--- src/rtl/core/lfbd_pkg.sv ---
package lfbd_pkg;

   localparam int BYTE_W = 8;
   localparam int POS_W  = 6;

   localparam logic [BYTE_W-1:0] HDR_A = 8'hFE;
   localparam logic [BYTE_W-1:0] HDR_B = 8'hEE;
   localparam logic [BYTE_W-1:0] TRL_A = 8'hFC;
   localparam logic [BYTE_W-1:0] TRL_B = 8'hFF;

   typedef enum logic [3:0] {
      PH_HUNT  = 4'd0,
      PH_HDR_B = 4'd1,
      PH_LEN   = 4'd2,
      PH_DATA  = 4'd4,
      PH_CK_HI = 4'd5,
      PH_CK_LO = 4'd6,
      PH_TRL_A = 4'd7,
      PH_TRL_B = 4'd8,
      PH_READ  = 4'd9,
      PH_LOAD  = 4'd10
   } phase_type;

   typedef struct packed {
      logic wr_len;
      logic wr_data;
      logic clr_k;
      logic rd_en;
      logic load_out;
      logic inc_k;
   } cmd_type;

   typedef struct packed {
      logic is_hdr_a;
      logic is_hdr_b;
      logic is_trl_a;
      logic is_trl_b;
      logic len_zero;
      logic len_over;
      logic data_done;
      logic last;
      logic out_free;
   } status_type;

endpackage

--- src/rtl/core/lfbd_req_if.sv ---
interface lfbd_req_if;
   import lfbd_pkg::*;

   logic              valid;
   logic              ready;
   logic [BYTE_W-1:0] rx_byte;

   modport source (output valid, output rx_byte, input ready);
   modport sink   (input valid, input rx_byte, output ready);
endinterface

--- src/rtl/core/lfbd_rsp_if.sv ---
interface lfbd_rsp_if;
   import lfbd_pkg::*;

   logic              valid;
   logic              ready;
   logic [BYTE_W-1:0] frame_byte;
   logic [POS_W-1:0]  byte_position;
   logic              last_byte;

   modport source (output valid, output frame_byte, output byte_position,
                   output last_byte, input ready);
   modport sink   (input valid, input frame_byte, input byte_position,
                   input last_byte, output ready);
endinterface

--- src/rtl/core/length_framed_byte_deframer.sv ---
// Length-framed byte deframer. Takes one received byte per transfer and
// recognizes frames 0xFE 0xEE LEN payload[LEN] CK CK 0xFC 0xFF; the two
// checksum bytes are not checked, a mismatch in header or trailer drops back
// to hunting, and a length above MAX_PAYLOAD drops the frame silently. While
// framing, req_ready is high and one byte is taken every cycle in which
// req_valid is high. After the closing 0xFF, req_ready goes low while LEN+1
// bytes (the length byte at position 0, then the payload, last one flagged)
// are read back from the frame store; each byte passes through the store's
// registered read port and then the output register, and readout waits
// whenever rsp stalls the output register. The final result may still be
// waiting in the output register while the next frame is received.
module length_framed_byte_deframer #(
   parameter int MAX_PAYLOAD = 32
) (
   input  logic       clock,
   input  logic       reset,
   lfbd_req_if.sink   req_chan,
   lfbd_rsp_if.source rsp_chan
);
   import lfbd_pkg::*;

   cmd_type    cmd;
   status_type status;

   lfbd_ctrl u_ctrl (
      .clock     (clock),
      .reset     (reset),
      .req_valid (req_chan.valid),
      .req_ready (req_chan.ready),
      .status    (status),
      .cmd       (cmd)
   );

   lfbd_datapath #(
      .MAX_PAYLOAD (MAX_PAYLOAD)
   ) u_datapath (
      .clock    (clock),
      .reset    (reset),
      .rx_byte  (req_chan.rx_byte),
      .cmd      (cmd),
      .status   (status),
      .rsp_chan (rsp_chan)
   );
endmodule

--- src/rtl/core/lfbd_ram.sv ---
module lfbd_ram #(
   parameter int WIDTH = 8,
   parameter int DEPTH = 33
) (
   input  logic                     clock,
   input  logic                     wr_en,
   input  logic [$clog2(DEPTH)-1:0] wr_addr,
   input  logic [WIDTH-1:0]         wr_data,
   input  logic                     rd_en,
   input  logic [$clog2(DEPTH)-1:0] rd_addr,
   output logic [WIDTH-1:0]         rd_data
);
   logic [WIDTH-1:0] mem [DEPTH];
   logic [WIDTH-1:0] rd_data_ff;

   always_ff @(posedge clock) begin
      if (wr_en) begin
         mem[wr_addr] <= wr_data;
      end
      if (rd_en) begin
         rd_data_ff <= mem[rd_addr];
      end
   end

   assign rd_data = rd_data_ff;
endmodule

--- src/rtl/core/lfbd_datapath.sv ---
module lfbd_datapath #(
   parameter int MAX_PAYLOAD = 32
) (
   input  logic                  clock,
   input  logic                  reset,
   input  logic [lfbd_pkg::BYTE_W-1:0] rx_byte,
   input  lfbd_pkg::cmd_type     cmd,
   output lfbd_pkg::status_type  status,
   lfbd_rsp_if.source            rsp_chan
);
   import lfbd_pkg::*;

   localparam int DEPTH = MAX_PAYLOAD + 1;
   localparam int AW    = $clog2(DEPTH);
   localparam logic [BYTE_W-1:0] MAX_B = BYTE_W'(MAX_PAYLOAD);

   logic [POS_W-1:0]  payload_count_ff, payload_count_in;
   logic [BYTE_W-1:0] frame_length_ff, frame_length_in;
   logic [POS_W-1:0]  k_ff, k_in;
   logic              rsp_valid_ff, rsp_valid_in;
   logic [BYTE_W-1:0] rsp_byte_ff, rsp_byte_in;
   logic [POS_W-1:0]  rsp_pos_ff, rsp_pos_in;
   logic              rsp_last_ff, rsp_last_in;

   logic [POS_W-1:0]  count_inc;
   logic              ram_wr_en;
   logic [AW-1:0]     ram_wr_addr;
   logic [BYTE_W-1:0] ram_rd_data;

   assign count_inc = payload_count_ff + POS_W'(1);

   assign ram_wr_en   = cmd.wr_len | cmd.wr_data;
   assign ram_wr_addr = cmd.wr_len ? AW'(0) : count_inc[AW-1:0];

   lfbd_ram #(
      .WIDTH (BYTE_W),
      .DEPTH (DEPTH)
   ) u_store (
      .clock   (clock),
      .wr_en   (ram_wr_en),
      .wr_addr (ram_wr_addr),
      .wr_data (rx_byte),
      .rd_en   (cmd.rd_en),
      .rd_addr (k_ff[AW-1:0]),
      .rd_data (ram_rd_data)
   );

   always_comb begin
      status.is_hdr_a  = (rx_byte == HDR_A);
      status.is_hdr_b  = (rx_byte == HDR_B);
      status.is_trl_a  = (rx_byte == TRL_A);
      status.is_trl_b  = (rx_byte == TRL_B);
      status.len_zero  = (rx_byte == '0);
      status.len_over  = (rx_byte > MAX_B);
      status.data_done = ({{(BYTE_W-POS_W){1'b0}}, count_inc} >= frame_length_ff);
      status.last      = ({{(BYTE_W-POS_W){1'b0}}, k_ff} == frame_length_ff);
      status.out_free  = !rsp_valid_ff || rsp_chan.ready;
   end

   always_comb begin
      payload_count_in = payload_count_ff;
      frame_length_in  = frame_length_ff;
      k_in             = k_ff;
      rsp_valid_in     = rsp_valid_ff && !rsp_chan.ready;
      rsp_byte_in      = rsp_byte_ff;
      rsp_pos_in       = rsp_pos_ff;
      rsp_last_in      = rsp_last_ff;
      if (cmd.wr_len) begin
         payload_count_in = '0;
         frame_length_in  = rx_byte;
      end
      if (cmd.wr_data) begin
         payload_count_in = count_inc;
      end
      if (cmd.clr_k) begin
         k_in = '0;
      end
      if (cmd.inc_k) begin
         k_in = k_ff + POS_W'(1);
      end
      if (cmd.load_out) begin
         rsp_valid_in = 1'b1;
         rsp_byte_in  = ram_rd_data;
         rsp_pos_in   = k_ff;
         rsp_last_in  = status.last;
      end
   end

   always_ff @(posedge clock) begin
      if (reset) begin
         payload_count_ff <= '0;
         frame_length_ff  <= '0;
         k_ff             <= '0;
         rsp_valid_ff     <= 1'b0;
      end else begin
         payload_count_ff <= payload_count_in;
         frame_length_ff  <= frame_length_in;
         k_ff             <= k_in;
         rsp_valid_ff     <= rsp_valid_in;
      end
      rsp_byte_ff <= rsp_byte_in;
      rsp_pos_ff  <= rsp_pos_in;
      rsp_last_ff <= rsp_last_in;
   end

   assign rsp_chan.valid         = rsp_valid_ff;
   assign rsp_chan.frame_byte    = rsp_byte_ff;
   assign rsp_chan.byte_position = rsp_pos_ff;
   assign rsp_chan.last_byte     = rsp_last_ff;
endmodule

--- src/rtl/core/lfbd_ctrl.sv ---
module lfbd_ctrl (
   input  logic                 clock,
   input  logic                 reset,
   input  logic                 req_valid,
   output logic                 req_ready,
   input  lfbd_pkg::status_type status,
   output lfbd_pkg::cmd_type    cmd
);
   import lfbd_pkg::*;

   phase_type phase_ff, phase_in;
   logic      acc;

   always_ff @(posedge clock) begin
      if (reset) begin
         phase_ff <= PH_HUNT;
      end else begin
         phase_ff <= phase_in;
      end
   end

   always_comb begin
      phase_in  = phase_ff;
      cmd       = '0;
      req_ready = 1'b1;
      acc       = req_valid;
      case (phase_ff)
         PH_HUNT: begin
            if (acc) begin
               phase_in = status.is_hdr_a ? PH_HDR_B : PH_HUNT;
            end
         end
         PH_HDR_B: begin
            if (acc) begin
               phase_in = status.is_hdr_b ? PH_LEN : PH_HUNT;
            end
         end
         PH_LEN: begin
            if (acc) begin
               cmd.wr_len = 1'b1;
               if (status.len_zero) begin
                  phase_in = PH_CK_HI;
               end else if (status.len_over) begin
                  phase_in = PH_HUNT;
               end else begin
                  phase_in = PH_DATA;
               end
            end
         end
         PH_DATA: begin
            if (acc) begin
               cmd.wr_data = 1'b1;
               if (status.data_done) begin
                  phase_in = PH_CK_HI;
               end
            end
         end
         PH_CK_HI: begin
            if (acc) begin
               phase_in = PH_CK_LO;
            end
         end
         PH_CK_LO: begin
            if (acc) begin
               phase_in = PH_TRL_A;
            end
         end
         PH_TRL_A: begin
            if (acc) begin
               phase_in = status.is_trl_a ? PH_TRL_B : PH_HUNT;
            end
         end
         PH_TRL_B: begin
            if (acc) begin
               cmd.clr_k = 1'b1;
               phase_in  = status.is_trl_b ? PH_READ : PH_HUNT;
            end
         end
         PH_READ: begin
            req_ready  = 1'b0;
            cmd.rd_en  = 1'b1;
            phase_in   = PH_LOAD;
         end
         PH_LOAD: begin
            req_ready = 1'b0;
            if (status.out_free) begin
               cmd.load_out = 1'b1;
               if (status.last) begin
                  phase_in = PH_HUNT;
               end else begin
                  cmd.inc_k = 1'b1;
                  phase_in  = PH_READ;
               end
            end
         end
         default: begin
            if (acc) begin
               phase_in = status.is_hdr_a ? PH_HDR_B : PH_HUNT;
            end
         end
      endcase
   end
endmodule

--- src/flat_wrapper.sv ---
// flat-port wrapper written by rule: the top's interface ports become plain ports
module length_framed_byte_deframer_flat import lfbd_pkg::*;
#(
   parameter int MAX_PAYLOAD = 32
)
  (clock, reset, req_chan_valid, req_chan_rx_byte, req_chan_ready, rsp_chan_valid, rsp_chan_frame_byte, rsp_chan_byte_position, rsp_chan_last_byte, rsp_chan_ready);
  lfbd_req_if req_chan_i ();
  lfbd_rsp_if rsp_chan_i ();
  input  logic clock;
  input  logic reset;
  input wire logic [$bits(req_chan_i.valid)-1:0] req_chan_valid;
  input wire logic [$bits(req_chan_i.rx_byte)-1:0] req_chan_rx_byte;
  output wire logic [$bits(req_chan_i.ready)-1:0] req_chan_ready;
  output wire logic [$bits(rsp_chan_i.valid)-1:0] rsp_chan_valid;
  output wire logic [$bits(rsp_chan_i.frame_byte)-1:0] rsp_chan_frame_byte;
  output wire logic [$bits(rsp_chan_i.byte_position)-1:0] rsp_chan_byte_position;
  output wire logic [$bits(rsp_chan_i.last_byte)-1:0] rsp_chan_last_byte;
  input wire logic [$bits(rsp_chan_i.ready)-1:0] rsp_chan_ready;
  assign req_chan_i.valid = req_chan_valid;
  assign req_chan_i.rx_byte = req_chan_rx_byte;
  assign req_chan_ready = req_chan_i.ready;
  assign rsp_chan_valid = rsp_chan_i.valid;
  assign rsp_chan_frame_byte = rsp_chan_i.frame_byte;
  assign rsp_chan_byte_position = rsp_chan_i.byte_position;
  assign rsp_chan_last_byte = rsp_chan_i.last_byte;
  assign rsp_chan_i.ready = rsp_chan_ready;
  length_framed_byte_deframer #(.MAX_PAYLOAD(MAX_PAYLOAD)) u_core (.clock(clock), .reset(reset), .req_chan(req_chan_i), .rsp_chan(rsp_chan_i));
endmodule
--- config.mk ---
export PLATFORM = sky130hd
export DESIGN_NAME = length_framed_byte_deframer_flat
export DESIGN_NICKNAME = d
export VERILOG_FILES = /design/src/rtl/core/lfbd_pkg.sv /design/src/rtl/core/lfbd_req_if.sv /design/src/rtl/core/lfbd_rsp_if.sv /design/src/rtl/core/length_framed_byte_deframer.sv /design/src/rtl/core/lfbd_ram.sv /design/src/rtl/core/lfbd_datapath.sv /design/src/rtl/core/lfbd_ctrl.sv /design/src/flat_wrapper.sv
export SDC_FILE = /design/constraint.sdc
export NUM_CORES = 1
export LEC_CHECK = 0
export CAP_MARGIN = 25
export CORE_ASPECT_RATIO = 0.75
export CORE_MARGIN = 3
export CORE_UTILIZATION = 55
export DETAILED_ROUTE_END_ITERATION = 12
export DONT_BUFFER_PORTS = 1
export GPL_ROUTABILITY_DRIVEN = 0
export HOLD_SLACK_MARGIN = 0.12
export PLACE_DENSITY = 0.77
export SLEW_MARGIN = 20
export SYNTH_ARGS = -nofsm -noshare
export SYNTH_HDL_FRONTEND = slang
export SYNTH_SLANG_ARGS = --single-unit
--- constraint.sdc ---
create_clock -name clock -period 4.95 [get_ports clock]
set_clock_uncertainty 0.2 [all_clocks]
set_input_delay 1.485 -clock clock [delete_from_list [all_inputs] [get_ports clock]]
set_output_delay 1.485 -clock clock [all_outputs]
set_load 0.05 [all_outputs]
==> summary.txt, run 1 <==
Worst setup path
  • Critical path peak fanout: 14
  • Critical-path cell list: and4bb_2 -> nor2_1
  • Slowest-stage cell, CP: nor2_1
  • Worst Path Arrival: roughly 2.3 ns
  • Kind of critical path: reg2out
  • Startpoint Class: flip-flop
  • CP max stage delay: 0.73 ns
  • Req. time, crit path: about 3.3 ns
  • Crit. End Element: primary output

Timing
  • Hold Fails Final Rpt: 0
  • RSZ-0062 raised after global routing: false
  • Period utilisation layout: 79.5%
  • Fin Hold WS: 0.218 ns
  • Post-route setup TNS: 0 ns
  • Max Clk Rate: roughly 250 MHz
  • Tightest Pin Transition: around 0.90 ns
  • Final slew viol count: 0
  • Final Worst Setup Slack: slightly above 1 ns
  • Min Tclk post-route: approximately 3.9 ns
  • Endpoints failing setup: 0
  • Relative slew slack: 39.9%

Placed design
  • PortBufs: 0
  • Dpl cell area: between 0.01 and 0.015 mm²
  • Placed insts: a little under 1000
  • DP HPWL: 16700 µm
  • Place WS: 1.24 ns

Yosys
  • Register area share after synthesis: 72.6%
  • Synthesized flop and latch total: between 300 and 400
  • Post-synthesis cell area: 0.0126 mm²
  • Count leader, synth: edfxtp_1
  • Synth warnings: 0
  • Yosys top cell area share: about two thirds
  • Async SR Flop Fraction: 0%
  • Area contributors post-synth: edfxtp_1, mux4_2, mux4_1
  • Post-synthesis cell type count: 53
  • Most used DFF post-synth: edfxtp_1
  • Synth area leader: edfxtp_1
  • Number of synthesized flops with an enable pin: 287
  • Synthesized Nets: approximately 720
  • Synth top cells by count: edfxtp_1, nor2_1, nand2_1
  • Cells after Synth: ~700
  • Syn avg cell area: around 18 µm²

Final layout
  • Final instance area: 0.0137 mm²
  • Fillers: roughly 1500
  • Non-Filler Instances: approximately 1000
  • Fin util: 61.7%
  • Fraction of layout cells with a size suffix above 1: between 10% and 20%
  • Area delta synth->final: 9.16%
  • Nets: 721
  • Antenna diode count: 0

Worst hold path
  • Worst hold-check path type: reg2reg

Clock tree
  • Clk buf depth: 3
  • Post-CTS Resized: 0
  • Skew-Pair Late Insertion Delay: about 0.55 ns
  • CTS Hold Bufs: 0
  • Clock transition at path regs: roughly 0.070 ns
  • Clk sinks: ~310
  • Clock root buffer: clkbuf_16
  • CTS tree: done
  • Num CTS Buffers: 29
  • H-Tree Depth: 1
  • Setup Fix Bufs, Post-CTS: 0

Drt
  • Vias per cell: around 6.7
  • Starting DRT DRC Count: roughly 860
  • Routed WL: 27400 µm
  • Drt drc: 0
  • Drt wl/cell: around 27 µm
  • Drt first pass iters: 5
  • Antenna-violating nets left: 0
  • Via count: about 6700

Global route
  • Number of global-route vias before repair: around 6500
  • Global-route wire length before repair: approximately 42000 µm
  • Grt ovf: 0
  • Initial antenna violation count: 1
  • GRT Util Overall: around 22%
  • Largest net degree at the start of global routing: 49

Floorplanning
  • Die width: around 180 µm
  • Initial Utilization: 56.5%
  • IO Pins: 29
  • FP Rows: 47
  • Total core area: 0.0222 mm²
  • Die area: 0.0247 mm²
  • Die Span Y: 137 µm

Outcome
  • Status: finished clean

Flow run
  • Maxcap violations: 0

Pwr
  • Power Dens Cells: slightly below 400 mW/mm²
  • Static Leak: around 4.2 nW
  • Total power: approximately 5.3 mW
  • Peak VDD IR: 0.000433 V
[routing by layer]
metal / vias up / share of wire, % / global-route usage, % / wire length, µm
li1: 2828 / - / - / -
met1: 3412 / 41 / 32.9 / 11200
met2: 435 / 45 / 34.9 / 12500
met3: 67 / 11 / 5.66 / 3050
met4: 2 / 2.4 / 5.24 / 645
met5: - / 0.047 / 0 / 13
[kinds of logic (layout without fill, tap and decap cells)]
| kind of cell | after synthesis | in the layout | share of synthesized area (%) |
|---|---|---|---|
| XOR/XNOR | 11 | 11 | 0.767 |
| flip-flops | 312 | 312 | 72.6 |
| buffers and inverters | 48 | 66 | 2.47 |
| AO/OA/AOI/OAI | 90 | 90 | 4.45 |
| AND/OR/NAND/NOR | 168 | 168 | 6.62 |
| adder cells (fa/ha/maj) | 8 | 8 | 0.797 |
| multiplexers | 65 | 65 | 12.3 |
[cell type report]
type | count | area, µm² | area share (%)
clock buffer | 33 | 741 | 5.40
inverter | 11 | 41.3 | 0.301
timing repair buffer | 5 | 37.5 | 0.274
sequential | 312 | 9120 | 66.5
clock inverter | 17 | 264 | 1.92
multi-input combinational | 342 | 3140 | 22.9
tap | 294 | 368 | 2.68
[placed cells by master (no fill, tap or decap), types with 4 or more instances in the layout]
cell type / n
o22ai_1: 33
clkbuf_16: 29
nand3_1: 19
nor2b_1: 6
inv_1: 11
bufinv_16: 7
clkbuf_1: 4
or3_1: 4
a211oi_1: 5
nand2b_1: 4
nor2_1: 57
buf_4: 5
xor2_1: 5
or4_1: 8
clkinv_1: 4
mux4_1: 26
nand2_1: 40
nand4_1: 4
mux4_2: 38
o21ai_1: 8
a31oi_1: 4
dfxtp_1: 23
edfxtp_1: 287
nor3_1: 5
xnor2_1: 6
nand3b_1: 6
ha_1: 8
a21oi_1: 23
[power breakdown]
part	internal [mW]	total (mW)	switching (mW)
clock network	1.43	2.35	0.923
logic	0.0296	0.0780	0.0485
registers	2.89	2.91	0.0209
[flip-flops by register name (all words and copies together), names as in the netlist]
signal	cells
u_core.u_ctrl.phase_ff	4
u_core.u_datapath.payload_count_ff	6
u_core.u_datapath.k_ff	6
u_core.u_datapath.rsp_chan.byte_position	6
u_core.u_datapath.frame_length_ff	8
u_core.u_datapath.rsp_chan.valid	1
u_core.u_datapath.u_store.rd_data	8
u_core.u_datapath.rsp_chan.frame_byte	8
u_core.u_datapath.u_store.mem	264
u_core.u_datapath.rsp_chan.last_byte	1
[worst max-delay path, delay by kind of cell, from the launching register on]
kind	cells	cell delay, ns
flops	1	0.58
simple gates	2	1.13
[final timing paths]
| check | from | to | slack, ns | cells after the start |
|---|---|---|---|---|
| hold reg to reg | u_core.u_datapath.u_store.rd_data[4] | u_core.u_datapath.rsp_chan.frame_byte[4] | 0.22 | 0 |
| setup reg to reg | u_core.u_datapath.payload_count_ff[0] | u_core.u_datapath.u_store.mem[27][0] | 1.52 | 5 |
| setup / recovery | u_core.u_ctrl.phase_ff[2] | req_chan_ready | 1.02 | 2 |
| hold / removal | u_core.u_datapath.u_store.rd_data[4] | u_core.u_datapath.rsp_chan.frame_byte[4] | 0.22 | 0 |
(Power assumes the default switching activity.)
==> inputs of run 2 (changes only) <==
Clock period 4.95 ns to 4.15 ns, I/O delays scaled along.
==> run 2 against run 1 <==
Effect of this change:
- worst hold slack better by 0.0075 ns
- sequential power grew 19%
- highest routed layer is now met4
- first-iteration DRC count is 31% higher
- setup slack lost 0.18 ns
- critical path depth increased by 1
- critical endpoint unchanged
- die area did not move
- non-clock buffer count is 2 higher
==> summary.txt, run 2 (synthesized netlist as in run 1, its figures left out) <==
Global route
  • Initial antenna violation count: 0
  • Global-route wire length before repair: just over 40000 µm
  • Grt ovf: 0
  • Number of global-route vias before repair: about 6500
  • GRT met1 Usage: between 30 and 40%
  • Largest net degree at the start of global routing: 70
  • GRT Util Overall: a little under a quarter
  • M2 GR Usage: roughly 34%
  • Met3 Track Usage GR: around 5.3%
  • Grt peak-use layer: met1

Clock tree
  • CTS tree: done
  • Clk buf depth: 3
  • Post-CTS Resized: 0
  • Clock root buffer: clkbuf_16
  • Num CTS Buffers: 27
  • Clk sinks: about 310
  • Clock transition at path regs: about 0.06 ns
  • CTS Hold Bufs: 0
  • Skew-Pair Late Insertion Delay: 0.54 ns
  • Setup Fix Bufs, Post-CTS: 0
  • H-Tree Depth: 1

Pwr
  • Peak VDD IR: a little over 0.0004 V
  • Internal power: 4.87 mW
  • Power Dens Cells: 441 mW/mm²
  • Total power: ~6.0 mW
  • Clock Power Share: between 40% and 50%
  • Static Leak: ~4.2 nW
  • Switch share: between 10% and 20%
  • Seq pwr share: slightly below 60%
  • Net switching power: approximately 1.1 mW
  • Combinational power share: roughly 1.5%

Timing
  • Hold Fails Final Rpt: 0
  • Relative slew slack: a little over two fifths
  • Endpoints failing setup: 0
  • Max Clk Rate: approximately 300 MHz
  • Period utilisation layout: about four fifths
  • Post-route setup TNS: 0 ns
  • Final slew viol count: 0
  • Tightest Pin Transition: ~0.85 ns
  • RSZ-0062 raised after global routing: false
  • Min Tclk post-route: 3.32 ns

Drt
  • Antenna-violating nets left: 0
  • Starting DRT DRC Count: 1120
  • Via count: between 6000 and 7000
  • Drt wl/cell: roughly 27 µm
  • Drt drc: 0
  • Drt first pass iters: 7
  • Routed WL: ~27000 µm
  • Vias per cell: 6.61

Floorplanning
  • FP Rows: 47
  • Die width: 181 µm
  • Total core area: between 0.02 and 0.025 mm²
  • Die area: approximately 0.025 mm²
  • IO Pins: 29
  • Initial Utilization: 56.5%
  • Die Span Y: roughly 140 µm

Placed design
  • PortBufs: 0
  • DP HPWL: 16700 µm

Worst setup path
  • Kind of critical path: reg2out
  • Critical path peak fanout: 14
  • Slowest-stage cell, CP: dfxtp_1
  • Worst setup startpoint: u_core.u_ctrl.phase_ff[2]
  • Critical-path cell list: and4bb_2 -> nor2_1 -> buf_4
  • Startpoint Class: flip-flop
  • Delay-heaviest family, CP: flip-flops
  • CP max stage delay: roughly 0.59 ns
  • R2r startpoint: u_core.u_datapath.payload_count_ff[0]
  • Req. time, crit path: approximately 2.7 ns
  • Crit. End Element: primary output
  • Worst Path Arrival: 1.87 ns
  • Worst Path Buf+Inv: 1

Final layout
  • Area of the multi-input gates: between 0.003 and 0.004 mm²
  • Fillers: between 1500 and 2000
  • Nets: between 700 and 800
  • FF+latch area: between 0.009 and 0.01 mm²
  • Fraction of layout cells with a size suffix above 1: 12.8%
  • Area delta synth->final: 8.19%
  • Most flop-heavy register: u_core.u_datapath.u_store.mem
  • Commonest non-fill, non-tap cell in the layout: edfxtp_1
  • Antenna diode count: 0
  • Number of flip-flops in the largest register: approximately 260
  • Highest-count cells in the layout ignoring fill and taps: edfxtp_1, nor2_1, nand2_1

Flow run
  • Maxcap violations: 0

Worst hold path
  • HP Start: u_core.u_datapath.u_store.rd_data[7]
  • Worst hold-check path type: reg2reg

Outcome
  • Status: finished clean
run 2: final cells by class:
class                      count  area share [%]
sequential                   312            67.1
tap                          294            2.71
clock buffer                  34            5.24
timing repair buffer           7           0.552
multi-input combinational    342            23.1
clock inverter                13            1.02
inverter                      11           0.304
run 2: power groups by stage:
| stage | sequential [mW] | combinational [mW] | clock [mW] |
|---|---|---|---|
| final | 3.47 | 0.0917 | 2.44 |
| after global routing | 3.47 | 0.0996 | 2.62 |
| after CTS | 3.46 | 0.0895 | 2.47 |
| after detailed placement | 3.53 | 0.0891 | 0 |
| after global placement | 3.53 | 0.0858 | 0 |
| after floorplan | 3.52 | 0.0808 | 0 |
run 2: metrics by stage:
stage | hold slack (ns) | std cells | setup WS (ns) | area, µm² | util [%]
detailed placement | 0.215 | 965 | 0.768 | 12700 | 57.3
global route | 0.242 | 1013 | 0.611 | 13600 | 61.2
floorplan | 0.200 | 702 | 1.07 | 12600 | -
CTS | 0.229 | 1012 | 0.849 | 13600 | 61.1
finish | 0.225 | 1013 | 0.834 | 13600 | 61.2
global placement | 0.216 | 965 | 0.902 | 12700 | 57.3
run 2: metal layers:
layer | share of wire (%) | wire length (µm) | vias up
met4 | 2.3 | 639 | 0
met1 | 42 | 11400 | 3339
met5 | 0 | 0 | -
li1 | - | - | 2829
met2 | 44 | 12000 | 468
met3 | 12 | 3170 | 57
run 2: worst register-to-register path, cell delays in order (launching register included):
cell	delay [ns]
dfxtp_1	0.49
ha_1	0.30
nand3_1	0.13
xnor2_1	0.52
nand4_1	0.54
nor2_1	0.74
run 2: path summary, 6_finish.rpt:
path / end / slack (ns) / cells after the start
setup reg to reg: u_core.u_datapath.u_store.mem[26][0] / 0.84 / 5
hold reg to reg: u_core.u_datapath.rsp_chan.frame_byte[7] / 0.23 / 0
hold / removal: u_core.u_datapath.rsp_chan.frame_byte[7] / 0.23 / 0
setup / recovery: req_chan_ready / 0.83 / 3
==> inputs of run 3 (changes only) <==
Settings changed: PLACE_DENSITY 0.77 to 0.8.
Clock period 4.15 ns to 2.8 ns, I/O delays scaled along.
==> run 3 against run 2 <==
Effect of this change:
- wire length is 2.8% higher
- critical path type unchanged
- sequential cell count unchanged
- utilization rose by 2.1 points
- count of clock-buffer cells in the layout is 9 higher
- final area rose by 3.5%
- register-to-register slack got worse by 0.69 ns
- power is 53% higher
- critical path depth is the same
- die area unchanged
- non-clock buffer count is 45 higher
==> summary.txt, run 3 (synthesized netlist as in run 1, its figures left out) <==
Floorplanning
  • Die area: 0.0247 mm²
  • Initial Utilization: 56.5%
  • Die Span Y: 137 µm
  • IO Pins: 29
  • FP Rows: 47
  • Die width: 181 µm
  • Total core area: between 0.02 and 0.025 mm²

Drt
  • Starting DRT DRC Count: 1070
  • Met1 wire length: approximately 11000 µm
  • Routed WL: around 28000 µm
  • Via count: between 6000 and 7000
  • Wire length on met3: about 3000 µm
  • Drt drc: 0
  • Metal2 WL: approximately 13000 µm
  • Max Used Layer: met4
  • Drt wl/cell: between 20 and 30 µm
  • Antenna-violating nets left: 0
  • Vias per cell: ~6.5
  • Drt first pass iters: 5

Final layout
  • Fillers: 1464
  • Highest-count cells in the layout ignoring fill and taps: edfxtp_1, nor2_1, buf_4
  • Most flop-heavy register: u_core.u_datapath.u_store.mem
  • FF+latch area: approximately 0.0091 mm²
  • Antenna diode count: 0
  • Area delta synth->final: 12.0%
  • Number of flip-flops in the largest register: 264
  • Area of the multi-input gates: ~0.0032 mm²
  • Fraction of layout cells with a size suffix above 1: between 10% and 20%
  • Fin util: roughly 63%
  • Commonest non-fill, non-tap cell in the layout: edfxtp_1
  • Non-Filler Instances: approximately 1100
  • Nets: approximately 770

Clock tree
  • CTS tree: done
  • Clk sinks: 312
  • H-Tree Depth: 1
  • Clock root buffer: clkbuf_16
  • CTS Hold Bufs: 0
  • Skew-Pair Late Insertion Delay: about 0.54 ns
  • Num CTS Buffers: 28
  • Clk buf depth: 3
  • Clock transition at path regs: 0.06 ns

Timing
  • Min Tclk post-route: between 2 and 3 ns
  • Fin Hold WS: 0.164 ns
  • Tightest Pin Transition: ~0.78 ns
  • Hold Fails Final Rpt: 0
  • Endpoints failing setup: 0
  • Post-route setup TNS: 0 ns
  • Max Clk Rate: 369 MHz
  • RSZ-0062 raised after global routing: false
  • Final slew viol count: 0
  • Period utilisation layout: 96.7%
  • Relative slew slack: 48.0%

Global route
  • Global-route wire length before repair: 42300 µm
  • GRT Util Overall: a little under a quarter
  • Number of global-route vias before repair: slightly below 7000
  • Grt ovf: 0
  • Largest net degree at the start of global routing: 49
  • Initial antenna violation count: 1

Worst setup path
  • Worst setup startpoint: u_core.u_ctrl.phase_ff[2]
  • Worst Path Arrival: 1.67 ns
  • Kind of critical path: reg2out
  • Delay-heaviest family, CP: simple AND/OR/NAND/NOR gates
  • R2r startpoint: u_core.u_ctrl.phase_ff[3]
  • Startpoint Class: flip-flop
  • Worst Path Buf+Inv: 1
  • Critical path peak fanout: 14
  • Crit. End Element: primary output
  • CP max stage delay: ~0.47 ns
  • Critical-path cell list: and4bb_4 -> nor2_1 -> buf_4
  • Req. time, crit path: 1.76 ns
  • Slowest-stage cell, CP: and4bb_4

Worst hold path
  • Worst hold-check path type: in2reg
  • HP Start: reset

Pwr
  • Static Leak: between 4 and 5 nW
  • Peak VDD IR: approximately 0.00068 V
  • Power Dens Cells: between 600 and 700 mW/mm²

Placed design
  • PortBufs: 0
  • Placed insts: ~1000
  • DP HPWL: 17500 µm

Flow run
  • Maxcap violations: 0

Outcome
  • Status: finished clean
[run 3: path summary, 6_finish.rpt]
kind	to	depth (start not counted)	slack, ns
max	req_chan_ready	3	0.09
min	u_core.u_datapath.k_ff[1]	1	0.16
max reg2reg	u_core.u_datapath.u_store.mem[15][4]	6	0.15
min reg2reg	u_core.u_datapath.rsp_chan.frame_byte[6]	0	0.22
[run 3: metal layers]
| layer | vias to the layer above | GRT usage [%] |
|---|---|---|
| met5 | - | 0 |
| met3 | 70 | 5.23 |
| met1 | 3448 | 33.5 |
| met2 | 438 | 35.6 |
| met4 | 0 | 5.75 |
| li1 | 2928 | - |
[run 3: cell type report]
cell class	count	share of cell area (%)
clock buffers	43	6.04
clock inverters	9	0.702
inverters	11	0.293
multi-input cells	342	22.4
flip-flops and latches	312	64.9
well taps	294	2.61
repair buffers	52	3.04
[run 3: worst register-to-register path, delay by kind of cell (launching register included)]
| kind | cells | cell delay (ns) |
|---|---|---|
| DFF | 1 | 0.38 |
| and+or+nand+nor | 5 | 1.55 |
| buffers and inverters | 1 | 0.22 |
[run 3: power breakdown]
part	total, mW	switching (mW)	leakage (nW)	internal, mW
clock network	3.88	1.61	0.471	2.28
registers	5.14	0.0355	2.77	5.10
logic	0.148	0.0895	1.23	0.0586
total	9.17	1.73	4.47	7.43
[run 3: through the flow]
stage / setup WS, ns / cell area [µm²] / total power, mW
2_1_floorplan: 0.124 / 12600 / 5.34
3_3_place_gp: 0.225 / 13100 / 5.37
3_5_place_dp: 0.00339 / 13100 / 5.38
4_1_cts: 0.0220 / 14000 / 9.20
5_1_grt: 0.0187 / 14100 / 9.42
6_report: 0.0931 / 14100 / 9.17
[run 3: what timing repair did]
item,in CTS,in global routing
endpoints found under the setup margin,5,149
pin swaps,0,2
buffers inserted,0,2
gates resized for setup,3,6
